**src/hw/rtl/rlsl_pkg.sv**
```systemverilog
// shared constants, types and state codes for the radial light splat lightmap
`default_nettype none

package rlsl_pkg;

  localparam int MAP_WIDTH  = 256;
  localparam int MAP_HEIGHT = 256;
  localparam int TEXELS     = MAP_WIDTH * MAP_HEIGHT;
  localparam int ADDR_W     = $clog2(TEXELS);

  // root of a 48-bit radicand and quotient of (1 - d) in Q1.16, which reaches 1.0
  localparam int SQRT_W = 24;
  localparam int QUO_W  = 17;

  // cycles waited after the last texel is issued, longer than the texel pipeline
  localparam int DRAIN_W = 6;

  localparam logic OP_ADD  = 1'b0;
  localparam logic OP_READ = 1'b1;

  typedef struct packed {
    logic              vld;
    logic [ADDR_W-1:0] addr;
  } tag_t;

  typedef enum logic [2:0] {
    ST_CLEAR,
    ST_IDLE,
    ST_SWEEP,
    ST_DRAIN,
    ST_READ,
    ST_RCAP,
    ST_RESP
  } state_t;

endpackage

`default_nettype wire

```
**src/hw/rtl/rlsl_div.sv**
```systemverilog
// pipelined restoring divider giving (1 - d) in Q1.16 as ((r<<8) - dist) * 256 / r
`default_nettype none

module rlsl_div import rlsl_pkg::*; (
  input  logic              clk,
  input  logic              rst,
  input  tag_t              tag_in,
  input  logic [SQRT_W-1:0] dist_root,
  input  logic [15:0]       divisor,
  output tag_t              tag_out,
  output logic [QUO_W-1:0]  quo
);

  tag_t              t0;
  logic [31:0]       num;

  tag_t              in_tag  [QUO_W];
  logic [15:0]       in_rem  [QUO_W];
  logic [QUO_W-1:0]  in_q    [QUO_W];
  logic [QUO_W-1:0]  in_bits [QUO_W];

  logic [15:0]       nx_rem  [QUO_W];

  tag_t              s_tag   [QUO_W];
  logic [15:0]       s_rem   [QUO_W];
  logic [QUO_W-1:0]  s_q     [QUO_W];
  logic [QUO_W-1:0]  s_bits  [QUO_W];

  logic              ge      [QUO_W];

  // the quotient never exceeds 2^16, so the top bits of the numerator start below r
  assign in_tag[0]  = t0;
  assign in_rem[0]  = {1'b0, num[31:QUO_W]};
  assign in_q[0]    = '0;
  assign in_bits[0] = num[QUO_W-1:0];

  for (genvar k = 0; k < QUO_W; k++) begin : g_step
    logic [16:0] rs;
    logic [16:0] diff;
    if (k > 0) begin : g_link
      assign in_tag[k]  = s_tag[k-1];
      assign in_rem[k]  = s_rem[k-1];
      assign in_q[k]    = s_q[k-1];
      assign in_bits[k] = s_bits[k-1];
    end
    assign rs        = {in_rem[k], in_bits[k][QUO_W-1]};
    assign diff      = rs - {1'b0, divisor};
    assign ge[k]     = rs >= {1'b0, divisor};
    assign nx_rem[k] = ge[k] ? diff[15:0] : rs[15:0];
  end

  always_ff @(posedge clk) begin
    if (rst) begin
      t0.vld <= 1'b0;
      for (int k = 0; k < QUO_W; k++) begin
        s_tag[k].vld <= 1'b0;
      end
    end else begin
      t0  <= tag_in;
      num <= {({divisor, 8'b0} - dist_root), 8'b0};
      for (int k = 0; k < QUO_W; k++) begin
        s_tag[k]  <= in_tag[k];
        s_rem[k]  <= nx_rem[k];
        s_q[k]    <= {in_q[k][QUO_W-2:0], ge[k]};
        s_bits[k] <= {in_bits[k][QUO_W-2:0], 1'b0};
      end
    end
  end

  assign tag_out = s_tag[QUO_W-1];
  assign quo     = s_q[QUO_W-1];

endmodule

`default_nettype wire

```
**config.mk**
```make
export PLATFORM = sky130hd
export DESIGN_NAME = rlsl_div
export DESIGN_NICKNAME = d
export VERILOG_FILES = /design/src/hw/rtl/rlsl_pkg.sv /design/src/hw/rtl/rlsl_div.sv
export SDC_FILE = /design/constraint.sdc
export NUM_CORES = 2
export LEC_CHECK = 0
export BUFFER_PORTS_ARGS = -buffer_cell sky130_fd_sc_hd__buf_2
export CAP_MARGIN = 20
export CORE_MARGIN = 10
export CORE_UTILIZATION = 35
export CTS_CLUSTER_SIZE = 24
export DETAILED_ROUTE_END_ITERATION = 6
export GPL_TIMING_DRIVEN = 0
export MAX_ROUTING_LAYER = met4
export PLACE_DENSITY = 0.53
export SYNTH_ARGS = -nofsm -noshare
export SYNTH_HDL_FRONTEND = slang
export SYNTH_SLANG_ARGS = --single-unit
```
**constraint.sdc**
```tcl
create_clock -name clk -period 30.3 [get_ports clk]
set_input_delay 7.575 -clock clk [delete_from_list [all_inputs] [get_ports clk]]
set_output_delay 7.575 -clock clk [all_outputs]
set_load 0.01 [all_outputs]
```
==> out/results.ini <==
[clocking]
post-cts-setup-buffer-count=0
root_buffer=clkbuf_16
cts_tree=yes
post_cts_resize_count=0
cts.sinks=775
clk_pin_slew_ns=0.06
clock_latency_ns=0.66
clockBufferDepth=3
htreeDepth=3
hold_buffers=0
cts_buffers=91

[place]
placed_cells=4899
place_congestion=0.854
hpwl_microns=59900
io_buffers=91
place_area_sq_mm=0.0436
place_ws_ns=17.59

[cells_and_area]
final_nets=3842
utilization_pct=40.6
area_growth_pct=14.6
fin_area_sq_mm=0.0466
most-common-layout-cells=757 x edfxtp_1, 341 x nor2b_1, 287 x ha_1, 187 x a21oi_1, 181 x o21ai_0
drive_gt1_share_pct=11.5
insertedDiodeCount=0
layout_commonest_cell=edfxtp_1
fin_cells=5061

[logic_synthesis]
ys_types=81
synth_edf_count=757
synth_cells=3273
syn_nets=3635
yosysWarningCount=0
synth_seq_area_share_pct=56.8
ys_seq_elements=775
async_reset_ff_share_pct=0
synthesis.area_per_instance_sq_um=12.4
synthFlopType=edfxtp_1
synth_area_sq_mm=0.0407

[routing]
vias_per_cell=4.96
drc_errors=0
ant_nets=0
highest_layer=met4
totalWireLength_microns=85500
vias=25100
met1_length_microns=40300
drt_iter0_drc=1679
dr.pass1.iters=6
dr_wl_met2_microns=39800
wl_per_cell_microns=16.9
wl_met3_microns=3060

[setup_path]
endpoint_kind=register
crit_fanout=18
crit_chain=buf_2 -> inv_1 -> buf_16 -> ha_1 -> nor2b_1 -> o21ai_0 -> a21boi_0 -> o31ai_1 -> nand3_1 -> a311o_1 -> a31oi_2 -> buf_2 -> mux2_2
cp_common_cell=buf_2
arrival_ns=12.36
crit_type=in2reg
crit_buf_inv=4
required_ns=30.68
slowest_stage=buf_2
max_stage_delay_ns=0.72
crit_family=buffers and inverters
crit_path_start_kind=input pin

[timing]
setup_tns_ns=0
min_period_ns=11.98
setup_violations=0
hold_slack_ns=0.401
finalWorstSetupSlack_ns=18.32
slew_viol_final=0
hold_violations=0
rsz0062_at_grt=false
fmax_mhz=83.5
worst_pin_slew_ns=0.978
finalCritPeriodShare_pct=39.5
slew_headroom_pct=34.8
finClkSkew_ns=0.0283

[run_status]
status=finished, final reports clean

[floorplanning]
core_area_sq_mm=0.115
dieHeight_microns=361
fp.dieW_microns=361
row_count=124
dieArea_sq_mm=0.130
boundaryPins=93
initial_core_util_pct=35.4

[hold_path]
min_path_type=reg2reg

[grt]
antenna_found_initial=0
grtUsageTotal_pct=13.2
grt_pass1_wl_microns=135000
grt_max_degree=135
overflow=0
grt_pass1_vias=24600

[job]
cap_violations=0

[power_and_ir_drop]
power_density_mw_per_mm2=98.7
p_leak_nw=17.7
finalPower_mw=4.60
vdd_drop_max_uv=45.7

## cell type report
| type | count | area (sq um) |
|---|---|---|
| timing repair buffer | 114 | 1070 |
| inverter | 127 | 484 |
| fill | 10900 | 68200 |
| buffer | 75 | 310 |
| tap | 1512 | 1890 |
| clock inverter | 42 | 418 |
| multi-input combinational | 2296 | 16800 |
| clock buffer | 120 | 2560 |
| sequential | 775 | 23100 |
## logic make-up (layout without fill, tap and decap cells)
family                   after synthesis  count (layout)  synth area share, %
AND/OR/NAND/NOR                      955             955                 12.4
flip-flops                           775             775                 56.8
AO/OA/AOI/OAI                        705             705                 11.2
adder cells (fa/ha/maj)              303             303                 9.62
buffers and inverters                202             478                 1.94
XOR/XNOR                             195             195                 4.20
multiplexers                         138             138                 3.82
## worst paths after layout
check | from | endpoint | slack [ns] | cells after the start
max | divisor[1] | s_rem[0][141]$_DFFE_PN_ | 18.32 | 13
min | s_q[0][104]$_DFFE_PN_ | s_q[0][122]$_DFFE_PN_ | 0.40 | 0
max reg2reg | num[16]$_DFFE_PN_ | s_rem[0][4]$_DFFE_PN_ | 25.97 | 12
min reg2reg | s_q[0][104]$_DFFE_PN_ | s_q[0][122]$_DFFE_PN_ | 0.40 | 0
## sequential cells by signal (all words and copies together) (netlist names)
name,flops
in_tag,17
num,24
s_bits,36
s_q,153
s_rem,256
s_tag,289
## cells in the mapped netlist, types with 17 or more instances
cell type | instances | area share, %
mux2_2 | 111 | 3.1
o21ai_0 | 181 | 2.2
and3_1 | 19 | 0.29
clkbuf_1 | 65 | 0.60
or3_1 | 26 | 0.40
nand3_1 | 38 | 0.47
o21a_1 | 57 | 1.1
a21oi_1 | 187 | 2.3
dfxtp_1 | 18 | 0.89
a211oi_1 | 17 | 0.31
nand4_1 | 32 | 0.49
nor2b_1 | 341 | 5.2
inv_1 | 127 | 1.2
edfxtp_1 | 757 | 56
nor2_1 | 168 | 1.6
a31oi_1 | 21 | 0.32
xor2_1 | 77 | 1.7
nor3_1 | 66 | 0.81
nand2b_1 | 32 | 0.49
a21o_1 | 66 | 1.2
xnor2_1 | 118 | 2.5
ha_1 | 287 | 8.8
mux2i_1 | 18 | 0.44
nand2_1 | 171 | 1.6
o31ai_1 | 26 | 0.48
## power by group
| group | total, mW | internal, mW | switching (mW) | leakage [nW] |
|---|---|---|---|---|
| combinational | 1.84 | 0.830 | 1.01 | 8.53 |
| clock | 1.09 | 0.652 | 0.439 | 1.46 |
| sequential | 1.67 | 1.55 | 0.124 | 7.67 |
## metal layers
metal,global-route usage [%],vias up
met4,4.30,0
met3,1.93,146
met1,17.2,11900
met5,-,-
li1,-,12600
met2,21.2,436
(Power assumes the default switching activity.)
