File: config.mk
export PLATFORM = sky130hd
export DESIGN_NAME = rlsl_sqrt
export DESIGN_NICKNAME = d
export VERILOG_FILES = /design/src/hw/rtl/rlsl_pkg.sv /design/src/hw/rtl/rlsl_sqrt.sv
export SDC_FILE = /design/constraint.sdc
export NUM_CORES = 2
export LEC_CHECK = 0
export BUFFER_PORTS_ARGS = -buffer_cell sky130_fd_sc_hd__buf_2
export CELL_PAD_IN_SITES_DETAIL_PLACEMENT = 0
export CELL_PAD_IN_SITES_GLOBAL_PLACEMENT = 1
export CORE_ASPECT_RATIO = 0.9
export CORE_MARGIN = 5
export CORE_UTILIZATION = 53
export DETAILED_ROUTE_END_ITERATION = 16
export GPL_TIMING_DRIVEN = 1
export PLACE_DENSITY = 0.88
export RECOVER_POWER = 50
export SYNTH_ARGS = -nofsm -noshare
export SYNTH_HDL_FRONTEND = slang
export SYNTH_SLANG_ARGS = --single-unit
File: constraint.sdc
create_clock -name clk -period 56.9 [get_ports clk]
set_input_delay 17.07 -clock clk [delete_from_list [all_inputs] [get_ports clk]]
set_output_delay 17.07 -clock clk [all_outputs]
set_load 0.01 [all_outputs]
File: src/hw/rtl/rlsl_pkg.sv
// shared constants, types and state codes for the radial light splat lightmap
`default_nettype none

package rlsl_pkg;

  localparam int MAP_WIDTH  = 256;
  localparam int MAP_HEIGHT = 256;
  localparam int TEXELS     = MAP_WIDTH * MAP_HEIGHT;
  localparam int ADDR_W     = $clog2(TEXELS);

  // root of a 48-bit radicand and quotient of (1 - d) in Q1.16, which reaches 1.0
  localparam int SQRT_W = 24;
  localparam int QUO_W  = 17;

  // cycles waited after the last texel is issued, longer than the texel pipeline
  localparam int DRAIN_W = 6;

  localparam logic OP_ADD  = 1'b0;
  localparam logic OP_READ = 1'b1;

  typedef struct packed {
    logic              vld;
    logic [ADDR_W-1:0] addr;
  } tag_t;

  typedef enum logic [2:0] {
    ST_CLEAR,
    ST_IDLE,
    ST_SWEEP,
    ST_DRAIN,
    ST_READ,
    ST_RCAP,
    ST_RESP
  } state_t;

endpackage

`default_nettype wire

File: src/hw/rtl/rlsl_sqrt.sv
// pipelined integer square root of dist2 * 2^16, one root bit per stage
`default_nettype none

module rlsl_sqrt import rlsl_pkg::*; (
  input  logic              clk,
  input  logic              rst,
  input  tag_t              tag_in,
  input  logic [31:0]       dist2,
  output tag_t              tag_out,
  output logic [SQRT_W-1:0] root
);

  localparam int RAD_W = 2 * SQRT_W;
  localparam int REM_W = SQRT_W + 2;

  tag_t              in_tag  [SQRT_W];
  logic [REM_W-1:0]  in_rem  [SQRT_W];
  logic [SQRT_W-1:0] in_root [SQRT_W];
  logic [RAD_W-1:0]  in_rad  [SQRT_W];

  logic [REM_W-1:0]  nx_rem  [SQRT_W];
  logic [SQRT_W-1:0] nx_root [SQRT_W];
  logic [RAD_W-1:0]  nx_rad  [SQRT_W];

  tag_t              s_tag   [SQRT_W];
  logic [REM_W-1:0]  s_rem   [SQRT_W];
  logic [SQRT_W-1:0] s_root  [SQRT_W];
  logic [RAD_W-1:0]  s_rad   [SQRT_W];

  assign in_tag[0]  = tag_in;
  assign in_rem[0]  = '0;
  assign in_root[0] = '0;
  assign in_rad[0]  = {dist2, 16'b0};

  for (genvar k = 0; k < SQRT_W; k++) begin : g_step
    logic [REM_W-1:0] rs;
    logic [REM_W-1:0] trial;
    logic             ge;
    if (k > 0) begin : g_link
      assign in_tag[k]  = s_tag[k-1];
      assign in_rem[k]  = s_rem[k-1];
      assign in_root[k] = s_root[k-1];
      assign in_rad[k]  = s_rad[k-1];
    end
    assign rs         = {in_rem[k][REM_W-3:0], in_rad[k][RAD_W-1:RAD_W-2]};
    assign trial      = {in_root[k], 2'b01};
    assign ge         = rs >= trial;
    assign nx_rem[k]  = ge ? rs - trial : rs;
    assign nx_root[k] = {in_root[k][SQRT_W-2:0], ge};
    assign nx_rad[k]  = {in_rad[k][RAD_W-3:0], 2'b00};
  end

  always_ff @(posedge clk) begin
    if (rst) begin
      for (int k = 0; k < SQRT_W; k++) begin
        s_tag[k].vld <= 1'b0;
      end
    end else begin
      for (int k = 0; k < SQRT_W; k++) begin
        s_tag[k]  <= in_tag[k];
        s_rem[k]  <= nx_rem[k];
        s_root[k] <= nx_root[k];
        s_rad[k]  <= nx_rad[k];
      end
    end
  end

  assign tag_out = s_tag[SQRT_W-1];
  assign root    = s_root[SQRT_W-1];

endmodule

`default_nettype wire

==> impl_metrics.py <==
metrics = {
    "placement": {
        "gp_congestion": 0.8538,
        "place_hpwl_microns": 75430,
        "io_buffers": 91,
        "placed_cells": 6420,
        "pre_cts_ws_ps": 33940,
    },
    "synth": {
        "async_flop_share_pct": 0,
        "synth_ff_type": "edfxtp_1",
        "synth_edf_count": 1439,
        "postSynthNetCount": 5149,
        "ys_warn_count": 0,
        "ys_seq_area_share_pct": 67.36,
        "yosysTopAreaCell": "edfxtp_1",
        "yosys-top-cells-area": "edfxtp_1 (67%), ha_1 (6.0%), xnor2_1 (2.7%)",
        "ys_ff_latch": 1463,
        "synth_cells": 4781,
        "synth_top_area_share_pct": 66.62,
        "syn_area_per_cell_sq_um": 13.57,
        "ys_types": 88,
        "synth.cell_area_sq_um": 64860,
    },
    "layout": {
        "finalNonFillerCells": 6679,
        "syn_to_final_growth_pct": 10.80,
        "diodes": 0,
        "fin_nets": 5339,
        "drive_above_1_share_pct": 7.441,
        "fillers": 9270,
        "finalCoreUtilization_pct": 59.26,
    },
    "clock_network": {
        "cts_setup_buffers": 0,
        "clk_path_buf_depth": 3,
        "cts.root.buffer_cell": "clkbuf_16",
        "tritoncts": "yes",
        "ctsHoldBuffers": 0,
        "h-tree-depth": 4,
        "cts_buffers": 148,
        "numClockSinks": 1463,
        "insertion_delay_ps": 760,
        "cts_resized": 0,
        "path_clk_slew_ps": 60,
    },
    "pwr": {
        "p_seq_share_pct": 50.3,
        "switching_share_pct": 26.43,
        "clkPwrFrac_pct": 33.4,
        "p_int_mw": 2.073,
        "powerDensity_nw_per_um2": 39.21,
        "leakagePower_nw": 27.35,
        "p_sw_uw": 744.7,
        "irDropWorstVdd_v": 0.00004336,
        "pwr-share-comb_pct": 16.4,
    },
    "global_route": {
        "gr-total-overflow": 0,
        "met2_usage_pct": 26.64,
        "grt_pass1_vias": 35255,
        "grt_util_met3_pct": 3.386,
        "grt_first_pass_wirelength_microns": 183300,
        "met1_usage_pct": 25.77,
        "grt_most_used_layer": "met2",
        "grt_use_total_pct": 17.44,
        "antenna_found_initial": 0,
        "grt_max_degree": 205,
    },
    "status": {
        "status": "finished, violations left",
        "violations": "capacitance limit, slew limit",
    },
    "drt": {
        "antenna_left": 0,
        "avgViaCountPerCell": 5.433,
        "avgRoutedWirePerCell_microns": 16.81,
        "drc": 0,
        "vias": 36289,
        "drtPass1Iterations": 6,
        "routed_wirelength_microns": 112300,
        "first_iter_violations": 2673,
    },
    "min_path": {
        "hold_class": "register to register",
        "holdPathStages": 0,
    },
    "floorplanning": {
        "dieArea_sq_um": 129500,
        "fp.dieW_microns": 378.7,
        "initial_core_util_pct": 53.48,
        "die_height_microns": 341.9,
        "io_pins": 92,
        "core_region_area_sq_um": 121300,
        "num_rows": 121,
    },
    "sta": {
        "maxSlewHeadroom_pct": -251.5,
        "worst_slack_ps": 31240,
        "post-route-min-period_ps": 25660,
        "slew_violations": 346,
        "final.setup_skew_ps": 52.29,
        "hold_viol": 0,
        "rsz0062_at_grt": "no",
        "max_freq_mhz": 38.97,
        "fin_setup_tns_ps": 0,
        "setup_violations": 0,
        "worst_pin_slew_ps": 5244,
        "min_period_over_period_pct": 45.10,
    },
    "critical_path": {
        "crit_arrival_ps": 26070,
        "path_cells": "clkbuf_1, clkinvlp_2, buf_12, buf_4, buf_4, buf_4, buf_4",
        "worstPathRequired_ps": 57310,
        "crit_cells": 7,
        "slowest_stage": "clkinvlp_2",
        "timing.critical_path.mode_cell": "buf_4",
        "slowest_delay_ps": 4260,
        "path_class": "input pin to register",
        "critPathTopFamily": "buffers and inverters",
        "path_buf_inv": 7,
        "worstSetupStartpointType": "input pin",
        "crit_fanout": 187,
        "end_kind": "register",
        "r2r_cells": 14,
    },
    "run": {
        "timing.max_cap.violations": 8,
    },
}
cells in the final DEF (no fill, tap or decap), drive strengths merged, types with 34 or more instances in the layout:
| master | synthesis | final |
|---|---|---|
| edfxtp | 1439 | 1439 |
| inv | 412 | 417 |
| nand2 | 334 | 334 |
| ha | 310 | 310 |
| o21ai | 275 | 275 |
| a21oi | 259 | 259 |
| nor2 | 250 | 250 |
| xnor2 | 202 | 202 |
| clkbuf | 58 | 196 |
| xor2 | 177 | 177 |
| nor3 | 121 | 121 |
| a21o | 106 | 106 |
| buf | 19 | 100 |
| nor2b | 72 | 72 |
| nand3 | 65 | 65 |
| nor4 | 65 | 65 |
| nand2b | 63 | 63 |
| o21a | 54 | 54 |
| clkinv | 0 | 54 |
| or3 | 47 | 47 |
| o31ai | 41 | 41 |
| mux2 | 38 | 38 |
| nand4 | 34 | 34 |
layout make-up:
type	instances	area [sq um]	share of cell area [%]
timing repair buffer	117	634.4	0.8827
sequential	1463	43690	60.79
inverter	412	1548	2.154
clock inverter	80	884.6	1.231
clock buffer	179	3871	5.387
multi-input combinational	2829	19240	26.77
tap	1599	2001	2.784
cell families (layout without fill, tap and decap cells):
family	Yosys count	after routing	synth area share, %
buf+inv	489	788	2.878
flops	1463	1463	67.36
fa+ha+maj	317	317	6.196
simple gates	1183	1183	9.130
xor+xnor	379	379	5.118
other cells	1	1	0.005782
mux	45	45	0.7736
compound gates	904	904	8.534
sequential cells by signal (all words and copies together), names as in the netlist:
name / count
s_rem: 515
s_tag: 408
s_root: 300
s_rad: 240
power by group through the flow:
stage | combinational, mW | clock, mW | sequential [mW]
2_1_floorplan | 0.360 | 0 | 1.47
3_3_place_gp | 0.445 | 0 | 1.43
3_5_place_dp | 0.456 | 0 | 1.44
4_1_cts | 0.461 | 0.968 | 1.42
5_1_grt | 0.518 | 1.02 | 1.43
6_report | 0.461 | 0.940 | 1.42
cells in the mapped netlist (7+ instances only):
cell,n
edfxtp_1,1439
inv_1,407
nand2_1,334
ha_1,310
a21oi_1,259
nor2_1,249
o21ai_0,236
xnor2_1,202
xor2_1,177
nor3_1,118
a21o_1,106
nor2b_1,72
nand3_1,65
nand2b_1,63
clkbuf_1,58
nor4_1,58
o21a_1,54
or3_1,45
o31ai_1,41
o21ai_1,39
mux2_2,36
nand4_1,34
and3_1,32
a31oi_1,27
dfxtp_1,24
o21bai_1,24
a211oi_1,19
or4_1,19
a21boi_0,17
or2_2,17
and2_1,13
buf_2,13
nand3b_1,12
a2111oi_0,9
nor3b_1,9
o211ai_1,9
a211o_1,8
o31a_1,8
fa_1,7
mux2i_1,7
o2111ai_1,7
final timing paths:
path / startpoint / to / slack [ps]
worst max-delay path: rst / s_rem[1][101]$_DFFE_PN_ / 31240
worst min-delay path: s_tag[1][28]$_DFFE_PN_ / s_tag[1][45]$_DFFE_PN_ / 410
worst max register to register: s_root[2][96]$_DFFE_PN_ / s_rem[2][147]$_DFFE_PN_ / 51770
worst min register to register: s_tag[1][28]$_DFFE_PN_ / s_tag[1][45]$_DFFE_PN_ / 410
per-stage QoR:
| step | power [mW] | hold WS [ps] | instance area [sq um] |
|---|---|---|---|
| 5_1_grt | 2.967 | 412.2 | 71870 |
| 3_5_place_dp | 1.891 | 404.5 | 67280 |
| 3_3_place_gp | 1.878 | 400.3 | 67280 |
| 4_1_cts | 2.845 | 394.8 | 72040 |
| 6_report | 2.818 | 405.8 | 71870 |
| 2_1_floorplan | 1.828 | 400.3 | 64860 |
worst reg2reg max path, stage by stage, from the launching register on:
cell,delay (ps)
edfxtp_1,390
inv_1,70
ha_1,150
inv_1,50
fa_1,390
nand2b_1,200
a211oi_1,410
o31ai_1,210
a2111oi_0,1060
nor2_1,280
nor2_1,210
nor3_2,60
clkbuf_1,540
inv_1,470
mux2_2,380
per-layer routing:
layer	up-vias	routed length, microns
met3	174	5857
met1	17352	53940
met4	0	2363
met5	-	0
met2	781	50100
li1	17982	-
Power figures use the tool's default switching activity.
