--- src/hw/rtl/rlsl_pkg.sv ---
// shared constants, types and state codes for the radial light splat lightmap
`default_nettype none

package rlsl_pkg;

  localparam int MAP_WIDTH  = 256;
  localparam int MAP_HEIGHT = 256;
  localparam int TEXELS     = MAP_WIDTH * MAP_HEIGHT;
  localparam int ADDR_W     = $clog2(TEXELS);

  // root of a 48-bit radicand and quotient of (1 - d) in Q1.16, which reaches 1.0
  localparam int SQRT_W = 24;
  localparam int QUO_W  = 17;

  // cycles waited after the last texel is issued, longer than the texel pipeline
  localparam int DRAIN_W = 6;

  localparam logic OP_ADD  = 1'b0;
  localparam logic OP_READ = 1'b1;

  typedef struct packed {
    logic              vld;
    logic [ADDR_W-1:0] addr;
  } tag_t;

  typedef enum logic [2:0] {
    ST_CLEAR,
    ST_IDLE,
    ST_SWEEP,
    ST_DRAIN,
    ST_READ,
    ST_RCAP,
    ST_RESP
  } state_t;

endpackage

`default_nettype wire

--- src/hw/rtl/rlsl_sweep.sv ---
// texel scan generator and squared distance test against the light radius
`default_nettype none

module rlsl_sweep import rlsl_pkg::*; (
  input  logic        clk,
  input  logic        rst,
  input  logic        start,
  input  logic [15:0] center_x,
  input  logic [15:0] center_y,
  input  logic [15:0] radius,
  output logic        busy,
  output tag_t        tag_out,
  output logic [31:0] dist2
);

  localparam int XW = $clog2(MAP_WIDTH);
  localparam int YW = $clog2(MAP_HEIGHT);
  localparam int INIT_QX = 32768 / MAP_WIDTH;
  localparam int INIT_RX = 32768 % MAP_WIDTH;
  localparam int STEP_QX = 65536 / MAP_WIDTH;
  localparam int STEP_RX = 65536 % MAP_WIDTH;
  localparam int INIT_QY = 32768 / MAP_HEIGHT;
  localparam int INIT_RY = 32768 % MAP_HEIGHT;
  localparam int STEP_QY = 65536 / MAP_HEIGHT;
  localparam int STEP_RY = 65536 % MAP_HEIGHT;

  logic              active;
  logic [XW-1:0]     xi;
  logic [YW-1:0]     yi;
  logic [ADDR_W-1:0] addr;
  logic [15:0]       tx_q, ty_q;
  logic [XW-1:0]     tx_r;
  logic [YW-1:0]     ty_r;
  logic [15:0]       cx, cy;
  logic [31:0]       r2;

  logic [XW:0]       rx_sum;
  logic [YW:0]       ry_sum;

  tag_t              t1, t2, t3;
  logic [15:0]       dx, dy;
  logic [31:0]       sqx, sqy;
  logic [32:0]       d2_sum;

  // texel centre follows (2i+1)*32768/side as quotient and remainder
  assign rx_sum = {1'b0, tx_r} + (XW+1)'(STEP_RX);
  assign ry_sum = {1'b0, ty_r} + (YW+1)'(STEP_RY);

  always_ff @(posedge clk) begin
    if (rst) begin
      active <= 1'b0;
    end else if (start) begin
      active <= 1'b1;
      xi     <= '0;
      yi     <= '0;
      addr   <= '0;
      tx_q   <= 16'(INIT_QX);
      tx_r   <= XW'(INIT_RX);
      ty_q   <= 16'(INIT_QY);
      ty_r   <= YW'(INIT_RY);
      cx     <= center_x;
      cy     <= center_y;
      r2     <= radius * radius;
    end else if (active) begin
      addr <= addr + 1'b1;
      if (xi == XW'(MAP_WIDTH - 1)) begin
        xi   <= '0;
        tx_q <= 16'(INIT_QX);
        tx_r <= XW'(INIT_RX);
        if (yi == YW'(MAP_HEIGHT - 1)) begin
          active <= 1'b0;
        end else begin
          yi <= yi + 1'b1;
          if (ry_sum >= (YW+1)'(MAP_HEIGHT)) begin
            ty_r <= YW'(ry_sum - (YW+1)'(MAP_HEIGHT));
            ty_q <= ty_q + 16'(STEP_QY) + 16'd1;
          end else begin
            ty_r <= ry_sum[YW-1:0];
            ty_q <= ty_q + 16'(STEP_QY);
          end
        end
      end else begin
        xi <= xi + 1'b1;
        if (rx_sum >= (XW+1)'(MAP_WIDTH)) begin
          tx_r <= XW'(rx_sum - (XW+1)'(MAP_WIDTH));
          tx_q <= tx_q + 16'(STEP_QX) + 16'd1;
        end else begin
          tx_r <= rx_sum[XW-1:0];
          tx_q <= tx_q + 16'(STEP_QX);
        end
      end
    end
  end

  assign d2_sum = {1'b0, sqx} + {1'b0, sqy};

  always_ff @(posedge clk) begin
    if (rst) begin
      t1.vld <= 1'b0;
      t2.vld <= 1'b0;
      t3.vld <= 1'b0;
    end else begin
      t1.vld  <= active;
      t1.addr <= addr;
      dx      <= (tx_q >= cx) ? tx_q - cx : cx - tx_q;
      dy      <= (ty_q >= cy) ? ty_q - cy : cy - ty_q;
      t2      <= t1;
      sqx     <= dx * dx;
      sqy     <= dy * dy;
      // texels outside the radius drop out here
      t3.vld  <= t2.vld && (d2_sum < {1'b0, r2});
      t3.addr <= t2.addr;
      dist2   <= d2_sum[31:0];
    end
  end

  assign busy    = active;
  assign tag_out = t3;

endmodule

`default_nettype wire

--- config.mk ---
export PLATFORM = sky130hd
export DESIGN_NAME = rlsl_sweep
export DESIGN_NICKNAME = d
export VERILOG_FILES = /design/src/hw/rtl/rlsl_pkg.sv /design/src/hw/rtl/rlsl_sweep.sv
export SDC_FILE = /design/constraint.sdc
export NUM_CORES = 2
export LEC_CHECK = 0
export BUFFER_PORTS_ARGS = -buffer_cell sky130_fd_sc_hd__buf_2
export CORE_ASPECT_RATIO = 1.25
export CORE_MARGIN = 4
export CORE_UTILIZATION = 55
export CTS_CLUSTER_SIZE = 25
export DETAILED_ROUTE_END_ITERATION = 10
export HOLD_SLACK_MARGIN = 0.1
export PLACE_DENSITY = 0.81
export SLEW_MARGIN = 20
export SYNTH_ARGS = -nofsm -noshare
export SYNTH_HDL_FRONTEND = slang
export SYNTH_SLANG_ARGS = --single-unit
--- constraint.sdc ---
create_clock -name clk -period 8.4 [get_ports clk]
set_clock_uncertainty 0.05 [all_clocks]
set_input_delay 1.68 -clock clk [delete_from_list [all_inputs] [get_ports clk]]
set_output_delay 1.68 -clock clk [all_outputs]
set_load 0.01 [all_outputs]
==> results.json <==
{
  "status": "finished clean",
  "syn-mean-instance-area_um2": 10.02,
  "seq_area_frac_synth_pct": 24.60,
  "wl_per_cell_um": 16.32,
  "largest_family_of_logic_cells_by_synthesized_area": "adder cells",
  "syn-instance-count": 3504,
  "post-dp-hpwl_um": 58130,
  "cts_buffers": 30,
  "grt_pass1_vias": 25890,
  "timing.final.crit_period_ps": 7326,
  "die_w_um": 234.0,
  "synth_simple_gate_area_share_pct": 10.63,
  "dominantRegCellSynth": "sky130_fd_sc_hd__edfxtp_1",
  "detailedRoute.firstIterationViolations": 1264,
  "tightestPinTransition_ps": 889.0,
  "grt_first_pass_wirelength_um": 123400,
  "remaining_drc_errors": 0,
  "timing.critical_path.required_ps": 8670,
  "cp.arrival_ps": 7600,
  "share_of_synthesized_flip_flops_with_an_asynchronous_set_or_reset_pct": 0,
  "antenna_found_initial": 5,
  "die-height_um": 290.5,
  "end_kind": "flip-flop",
  "avgViaCountPerCell": 5.396,
  "mostFrequentLayoutCells": "841 x sky130_fd_sc_hd__inv_1, 486 x sky130_fd_sc_hd__fa_1, 407 x sky130_fd_sc_hd__ha_1, 297 x sky130_fd_sc_hd__nand2_1, 285 x sky130_fd_sc_hd__edfxtp_1",
  "synth.cell_area_mm2": 0.03512,
  "fin_setup_tns_ps": 0,
  "synth-warning-count": 0,
  "via_count": 23880,
  "start_kind": "input port",
  "clock_sink_count": 289,
  "timing.fmax_mhz": 136.5,
  "path_class": "in -> reg",
  "clock_latency_ps": 590,
  "num_antenna_cells": 0,
  "core.rowCount": 103,
  "register_area_mm2": 0.008638,
  "synth_seq_cells": 289,
  "cts_buffer_depth": 3,
  "final_nets": 4505,
  "cts-htree-levels": 1,
  "clk_pin_slew_worst_setup_hold_paths_ps": 60,
  "cts_resized": 0,
  "report.final.setup_viol": 0,
  "synthXorXnorAreaFrac_pct": 4.764,
  "port_buffers": 100,
  "initial_core_util_pct": 55.50,
  "grt_remaining_overflow": 0,
  "critPathMaxFanout": 13,
  "slew_viol_final": 0,
  "grt_start_max_net_pins": 67,
  "clockRootBuffer": "sky130_fd_sc_hd__clkbuf_16",
  "placeableCoreArea_mm2": 0.06328,
  "timing_hold_violations_final": 0,
  "layout.cells.most_common": "sky130_fd_sc_hd__inv_1",
  "final.fill_count": 5200,
  "cts_tree": "done",
  "ctsHoldBuffers": 0,
  "finalWirelength_um": 72210,
  "postCtsSetupRepairBufs": 0,
  "min-delay-path-class": "reg -> reg",
  "maxCapViolations": 0,
  "rsz0062_at_grt": "no",
  "post_synth_mux_area_share_pct": 0.3029,
  "period_share_pct": 87.22,
  "synth_cell_type_count": 76,
  "normalized_max_slew_margin_pct": 40.73,
  "overall_global_routing_resource_usage_pct": 22.17,
  "synth_compound_gate_area_share_pct": 7.554,
  "post_route_cells_drive_above_1_share_pct": 5.439,
  "synth-adder-area-share_pct": 42.21,
  "io-pin-count": 101,
  "drt_pass1_iterations": 5,
  "ant_nets": 0,
  "floorplan.die_area_mm2": 0.06798,
  "gpl.final_weighted_congestion": 0.9089,
  "layout-area-overhead-vs-synth_pct": 6.691,
  "multi_input_comb_area_mm2": 0.02300,
  "synth_enable_flop_cells": 285
}
## synth_stat cells, types with 49 or more instances
master / n / area [um2]
sky130_fd_sc_hd__inv_1: 843 / 3164
sky130_fd_sc_hd__fa_1: 486 / 9729
sky130_fd_sc_hd__ha_1: 407 / 5092
sky130_fd_sc_hd__nand2_1: 297 / 1115
sky130_fd_sc_hd__edfxtp_1: 285 / 8558
sky130_fd_sc_hd__nor2_1: 164 / 615.6
sky130_fd_sc_hd__a21oi_1: 127 / 635.6
sky130_fd_sc_hd__and2_1: 122 / 763.2
sky130_fd_sc_hd__xnor2_1: 117 / 1025
sky130_fd_sc_hd__clkbuf_1: 77 / 289.0
sky130_fd_sc_hd__xor2_1: 74 / 648.1
sky130_fd_sc_hd__a21o_1: 59 / 442.9
sky130_fd_sc_hd__o21ai_0: 49 / 245.2
## per-stage QoR
| step | instance area, um2 | instances | hold WS, ps | util [%] | setup slack, ps |
|---|---|---|---|---|---|
| floorplan | 35120 | 3506 | 350.3 | - | 431.8 |
| global placement | 36400 | 4369 | 351.9 | 57.52 | 760.7 |
| detailed placement | 36400 | 4369 | 354.5 | 57.52 | 558.9 |
| CTS | 37470 | 4425 | 368.2 | 59.21 | 1169 |
| global route | 37470 | 4425 | 377.2 | 59.21 | 810.5 |
| finish | 37470 | 4425 | 367.5 | 59.21 | 1074 |
## routing by layer
metal,GRT usage [%],vias to the layer above,part of all wire (%)
li1,-,11240,-
met3,2.912,180,5.9
met5,0,-,0.018
met2,39.46,653,51
met4,7.480,2,3.6
met1,27.78,11810,39
## state kept, by name, summed over array words and instances (netlist names)
register / flops
sqy: 31
tag_out: 17
sqx: 31
t1: 17
cx: 16
t2: 17
xi: 8
dy: 16
dist2: 32
busy: 1
ty_q: 8
cy: 16
yi: 8
dx: 16
r2: 31
tx_q: 8
addr: 16
## worst max-delay path, stage by stage
cell and delay (ps):
sky130_fd_sc_hd__buf_2 240, sky130_fd_sc_hd__inv_1 210, sky130_fd_sc_hd__nor2_1 250, sky130_fd_sc_hd__ha_1 300, sky130_fd_sc_hd__xor2_1 190, sky130_fd_sc_hd__fa_1 540
sky130_fd_sc_hd__inv_1 50, sky130_fd_sc_hd__fa_1 480, sky130_fd_sc_hd__fa_1 470, sky130_fd_sc_hd__fa_1 520, sky130_fd_sc_hd__inv_1 50, sky130_fd_sc_hd__fa_1 470
sky130_fd_sc_hd__inv_1 40, sky130_fd_sc_hd__ha_1 350, sky130_fd_sc_hd__and4_1 280, sky130_fd_sc_hd__nand4_1 110, sky130_fd_sc_hd__nor3_1 270, sky130_fd_sc_hd__nor3_1 150
sky130_fd_sc_hd__o31ai_1 400, sky130_fd_sc_hd__a21oi_1 160, sky130_fd_sc_hd__a311o_1 370
## path summary, 6_finish.rpt
path | startpoint | endpoint | slack [ps] | depth (start not counted)
worst max-delay path | radius[3] | r2[26] | 1070 | 21
worst min-delay path | t1[4] | t2[4] | 370 | 0
worst min register to register | t1[4] | t2[4] | 370 | 0
worst max register to register | dy[3] | sqy[28] | 1350 | 21
## cells by family after synthesis
group,Yosys count
other,2
AOI/OAI and AO/OA,405
and+or+nand+nor,789
muxes,10
adders and majority gates,893
buffers and inverters,925
xor gates and xnor gates,191
DFF,289
## layout make-up
| type | instances | share of cell area [%] |
|---|---|---|
| Sequential cell | 289 | 23.06 |
| Inverter | 843 | 8.459 |
| Tap cell | 840 | 2.805 |
| Clock inverter | 25 | 0.8382 |
| Clock buffer | 31 | 2.014 |
| Multi-Input combinational cell | 2292 | 61.39 |
| Timing Repair Buffer | 105 | 1.436 |
Power is left out: the tool's default activity adds up to more than one toggle a clock period on the data nets, which glitch-free logic cannot reach.
